$ cat src/sv/tabq_pkg.sv
package tabq_pkg;

    localparam int FIELD_BITS   = 32;
    localparam int COEF_BITS    = 32;
    localparam int FIELD_LANES  = 3;
    localparam int OP_BITS      = 2;
    localparam int CFG_IDX_BITS = 3;

    // Operation codes; the fourth code is ignored by the datapath.
    typedef enum logic [OP_BITS-1:0] {
        OP_FILTER  = 2'd0,
        OP_PRESEED = 2'd1,
        OP_CLEAR   = 2'd2
    } t_op;

    typedef enum logic [CFG_IDX_BITS-1:0] {
        REG_B0 = 3'd0,
        REG_B1 = 3'd1,
        REG_B2 = 3'd2,
        REG_A1 = 3'd3,
        REG_A2 = 3'd4
    } t_reg_idx;

    typedef logic signed [FIELD_BITS-1:0] t_field;
    typedef logic signed [COEF_BITS-1:0]  t_coef;

    typedef struct packed {
        t_coef b0;
        t_coef b1;
        t_coef b2;
        t_coef a1;
        t_coef a2;
    } t_coefs;

    // Pipeline control shared by all lanes.
    typedef struct packed {
        logic adv;
        logic take;
        t_op  in_op;
        logic s2_vld;
        t_op  s2_op;
    } t_lane_ctl;

endpackage

$ cat src/sv/tabq_rsp_if.sv
interface tabq_rsp_if;
    logic                              valid;
    logic                              ready;
    logic signed [tabq_pkg::FIELD_BITS-1:0] filtered_x;
    logic signed [tabq_pkg::FIELD_BITS-1:0] filtered_y;
    logic signed [tabq_pkg::FIELD_BITS-1:0] filtered_z;
    logic                              saturated;

    modport source (
        output valid, filtered_x, filtered_y, filtered_z, saturated,
        input  ready
    );
    modport sink (
        input  valid, filtered_x, filtered_y, filtered_z, saturated,
        output ready
    );
endinterface

$ cat src/sv/tabq_merge.sv
module tabq_merge #(
    parameter int USED_LANES = 3
) (
    input  logic                                   i_clk,
    input  logic                                   i_rst_n,
    input  logic                                   i_s2_vld,
    input  tabq_pkg::t_field [USED_LANES-1:0]      i_result,
    input  logic [USED_LANES-1:0]                  i_clip,
    output logic                                   o_adv,
    tabq_rsp_if.source                             o_rsp
);

    logic                                         r_vld;
    tabq_pkg::t_field [tabq_pkg::FIELD_LANES-1:0] r_field, n_field;
    logic                                         r_sat;

    assign o_adv = !r_vld || o_rsp.ready;

    // Lanes without a lane of hardware report zero.
    always_comb begin
        n_field = '0;
        for (int l = 0; l < USED_LANES; l++) begin
            n_field[l] = i_result[l];
        end
    end

    always_ff @(posedge i_clk) begin
        if (!i_rst_n) begin
            r_vld <= 1'b0;
        end else if (o_adv) begin
            r_vld <= i_s2_vld;
        end
    end

    always_ff @(posedge i_clk) begin
        if (o_adv) begin
            r_field <= n_field;
            r_sat   <= |i_clip;
        end
    end

    assign o_rsp.valid      = r_vld;
    assign o_rsp.filtered_x = r_field[0];
    assign o_rsp.filtered_y = r_field[1];
    assign o_rsp.filtered_z = r_field[2];
    assign o_rsp.saturated  = r_sat;

endmodule

$ cat src/flat_wrapper.sv
// flat-port wrapper written by rule: the top's interface ports become plain ports
module tabq_merge_flat 
#(
    parameter int USED_LANES = 3
)
  (i_clk, i_rst_n, i_s2_vld, i_result, i_clip, o_adv, o_rsp_valid, o_rsp_filtered_x, o_rsp_filtered_y, o_rsp_filtered_z, o_rsp_saturated, o_rsp_ready);
  tabq_rsp_if o_rsp_i ();
  input  logic i_clk;
  input  logic i_rst_n;
  input  logic i_s2_vld;
  input  tabq_pkg::t_field [USED_LANES-1:0] i_result;
  input  logic [USED_LANES-1:0] i_clip;
  output logic o_adv;
  output wire logic [$bits(o_rsp_i.valid)-1:0] o_rsp_valid;
  output wire logic [$bits(o_rsp_i.filtered_x)-1:0] o_rsp_filtered_x;
  output wire logic [$bits(o_rsp_i.filtered_y)-1:0] o_rsp_filtered_y;
  output wire logic [$bits(o_rsp_i.filtered_z)-1:0] o_rsp_filtered_z;
  output wire logic [$bits(o_rsp_i.saturated)-1:0] o_rsp_saturated;
  input wire logic [$bits(o_rsp_i.ready)-1:0] o_rsp_ready;
  assign o_rsp_valid = o_rsp_i.valid;
  assign o_rsp_filtered_x = o_rsp_i.filtered_x;
  assign o_rsp_filtered_y = o_rsp_i.filtered_y;
  assign o_rsp_filtered_z = o_rsp_i.filtered_z;
  assign o_rsp_saturated = o_rsp_i.saturated;
  assign o_rsp_i.ready = o_rsp_ready;
  tabq_merge #(.USED_LANES(USED_LANES)) u_core (.i_clk(i_clk), .i_rst_n(i_rst_n), .i_s2_vld(i_s2_vld), .i_result(i_result), .i_clip(i_clip), .o_adv(o_adv), .o_rsp(o_rsp_i));
endmodule
$ cat config.mk
export PLATFORM = sky130hd
export DESIGN_NAME = tabq_merge_flat
export DESIGN_NICKNAME = d
export VERILOG_FILES = /design/src/sv/tabq_pkg.sv /design/src/sv/tabq_rsp_if.sv /design/src/sv/tabq_merge.sv /design/src/flat_wrapper.sv
export SDC_FILE = /design/constraint.sdc
export NUM_CORES = 1
export LEC_CHECK = 0
export ABC_AREA = 1
export BUFFER_PORTS_ARGS = -buffer_cell sky130_fd_sc_hd__buf_2
export CAP_MARGIN = 20
export CORE_ASPECT_RATIO = 0.8
export CORE_MARGIN = 8
export CORE_UTILIZATION = 41
export DETAILED_ROUTE_END_ITERATION = 6
export GPL_TIMING_DRIVEN = 1
export PLACE_DENSITY = 0.85
export SYNTH_ARGS = -nofsm -noshare
export SYNTH_HDL_FRONTEND = slang
export SYNTH_SLANG_ARGS = --single-unit
$ cat constraint.sdc
create_clock -name i_clk -period 2.6 [get_ports i_clk]
set_input_delay 0.52 -clock i_clk [delete_from_list [all_inputs] [get_ports i_clk]]
set_output_delay 0.52 -clock i_clk [all_outputs]
set_load 0.01 [all_outputs]
==> impl_metrics.env <==
export IMPL_status="finished clean"
export IMPL_cts_resized_gates=0
export IMPL_synth_xor_area_frac=0
export IMPL_min_from="i_result[3]"
export IMPL_clk_path_buf_depth=2
export IMPL_drcViolationCount=0
export IMPL_final_common_cell="buf_2"
export IMPL_boundaryPins=202
export IMPL_dpl_cell_area_mm2=0.004113
export IMPL_coreArea_mm2=0.006959
export IMPL_clkLatencyLatePin_ns=0.35
export IMPL_maxCapViolCount=0
export IMPL_report_final_slew_viol_count=0
export IMPL_crit_required_ns=2.08
export IMPL_num_vias=1880
export IMPL_dr_pass1_iters=4
export IMPL_arrival_ns=1.08
export IMPL_ant_nets=0
export IMPL_drt_iter0_drc=121
export IMPL_syn_nets=209
export IMPL_cts_setup_buffers=0
export IMPL_power_mw=3.002
export IMPL_syn_area_mm2=0.002970
export IMPL_synth_distinct_cells=7
export IMPL_ir_drop_uv=267.0
export IMPL_fin_crit_ns=1.604
export IMPL_p_leak_nw=1.929
export IMPL_rr_startpoint="u_core.o_rsp.valid"
export IMPL_avgSynthCellArea_um2=28.02
export IMPL_ys_top_cells_by_area="edfxtp_1, dfxtp_1, inv_1"
export IMPL_ys_ff_latch=98
export IMPL_power_density_mw_per_mm2=701.0
export IMPL_die_w_um=111.2
export IMPL_yosys_warnings=0
export IMPL_synth_top_family_by_area="buffers and inverters"
export IMPL_gp_congestion=0.7268
export IMPL_setup_viol=0
export IMPL_nets=424
export IMPL_syn_instance_count=106
export IMPL_crit_fanout=14
export IMPL_setup_worst_path_start="u_core.o_rsp.valid"
export IMPL_drive_gt1_frac=0.6748
export IMPL_final_setup_tns_ns=0
export IMPL_cts_tree="built"
export IMPL_hold_viol=0
export IMPL_antenna_found_initial=0
export IMPL_cts_buffers=9
export IMPL_cts_htree_levels=3
export IMPL_crit_type="flip-flop to output port"
export IMPL_synth_top_cell_area_share=0.9806
export IMPL_post_route_cell_area_mm2=0.004282
export IMPL_dp_hpwl_um=6949
export IMPL_synth_compound_area_share=0.002949
export IMPL_grt_first_pass_wirelength_um=12520
export IMPL_drt_total_wl_um=8540
export IMPL_synthSimpleGateAreaFrac=0.004634
export IMPL_placementRows=27
export IMPL_area_growth_pct=44.15
export IMPL_routedWlPerCell_um=20.68
export IMPL_cts_hold_buf=0
export IMPL_cts_root_buffer_cell="clkbuf_8"
export IMPL_dieHeight_um=92.13
export IMPL_most_common_layout_cells="buf_2, edfxtp_1, clkbuf_8"
export IMPL_crit_path_end="o_adv"
export IMPL_rr_endpoint="u_core.o_rsp.filtered_y[31]"
export IMPL_worst_clock_skew_ns=0.009437
export IMPL_hold_path_class="input pin to flip-flop"
export IMPL_dieArea_mm2=0.01024
export IMPL_synth_mux_area_frac=0
export IMPL_relSlewSlack=0.6420
export IMPL_cts_reportedPaths_clkPinSlew_ns=0.09
export IMPL_n_antenna_cell=0
export IMPL_grt_total_usage=0.1631
export IMPL_start_util=0.4268
export IMPL_grt_max_degree=44
export IMPL_worst_pin_slew_ns=0.5370
export IMPL_rsz0062_at_grt="false"
export IMPL_ff2ff_path_depth=2
export IMPL_synth_seq_area_share=0.9874
export IMPL_r2r_slack_ns=1.20
export IMPL_cts_sinks=98
export IMPL_synth_adder_area_share=0
export IMPL_period_share=0.6170
export IMPL_overflow=0
export IMPL_viasPerCell=4.552
export IMPL_startpoint_type="flip-flop"
export IMPL_max_freq_mhz=623.3
export IMPL_yosysTopAreaCell="edfxtp_1"
export IMPL_io_buffer_count=201
export IMPL_endpoint_kind="output port"
export IMPL_grt_pass1_vias=2048
synth_stat cells:
cell,count
a21oi_2,1
nor2_1,1
edfxtp_1,97
nand2_1,1
dfxtp_1,1
inv_1,4
nand2_2,1
per-stage QoR:
stage | setup WS (ns) | instances | util | hold WS (ns)
after global routing | 0.9221 | 413 | 0.6152 | 0.3085
after detailed placement | 0.8863 | 397 | 0.5910 | 0.6666
after CTS | 0.9621 | 413 | 0.6152 | 0.3187
after global placement | 0.9116 | 397 | 0.5910 | 0.6476
after floorplan | 0.3150 | 106 | - | 0.6189
final | 0.9957 | 413 | 0.6152 | 0.3386
worst min path at each step:
stage,slack [ns],depth (start not counted),end
5_1_grt,0.31,1,u_core.o_rsp.filtered_y[24]
3_5_place_dp,0.67,1,u_core.o_rsp.filtered_x[18]
3_3_place_gp,0.65,1,u_core.o_rsp.filtered_x[18]
4_1_cts,0.32,1,u_core.o_rsp.filtered_x[3]
6_report,0.34,1,u_core.o_rsp.filtered_x[3]
2_1_floorplan,0.62,0,u_core.o_rsp.filtered_x[0]
power breakdown:
group          leakage (nW)  total, mW  switching, mW  internal [mW]
clock                0.0807      0.840          0.490          0.350
sequential             1.01       1.88         0.0260           1.85
combinational         0.836      0.282          0.157          0.125
layer usage:
layer | part of all wire | track usage | vias up
met4 | 0.016 | 0.06312 | 0
met2 | 0.56 | 0.3030 | 117
met5 | 0 | 0 | -
li1 | - | - | 848
met1 | 0.33 | 0.1569 | 903
met3 | 0.093 | 0.06901 | 12
registers in the layout (all words and copies together) (netlist names):
| signal | cells |
|---|---|
| u_core.o_rsp.filtered_x | 32 |
| u_core.o_rsp.filtered_y | 32 |
| u_core.o_rsp.filtered_z | 32 |
| u_core.o_rsp.saturated | 1 |
| u_core.o_rsp.valid | 1 |
kinds of logic after synthesis:
| kind of cell | count (synthesis) |
|---|---|
| simple gates | 3 |
| buf+inv | 4 |
| compound gates | 1 |
| flops | 98 |
worst max-delay path: stages (launching register included):
cell	delay (ns)
dfxtp_1	0.40
nand2_4	0.14
buf_2	0.19
final cells by class:
type | instances | area [um2]
multi-input cells | 4 | 27.53
inverters | 4 | 15.01
fillers | 520 | 2678
clock inverters | 6 | 41.29
repair buffers | 204 | 1028
well taps | 87 | 108.9
clock buffers | 10 | 127.6
flip-flops and latches | 98 | 2933
Note: power is estimated with default switching activity, not from simulation.
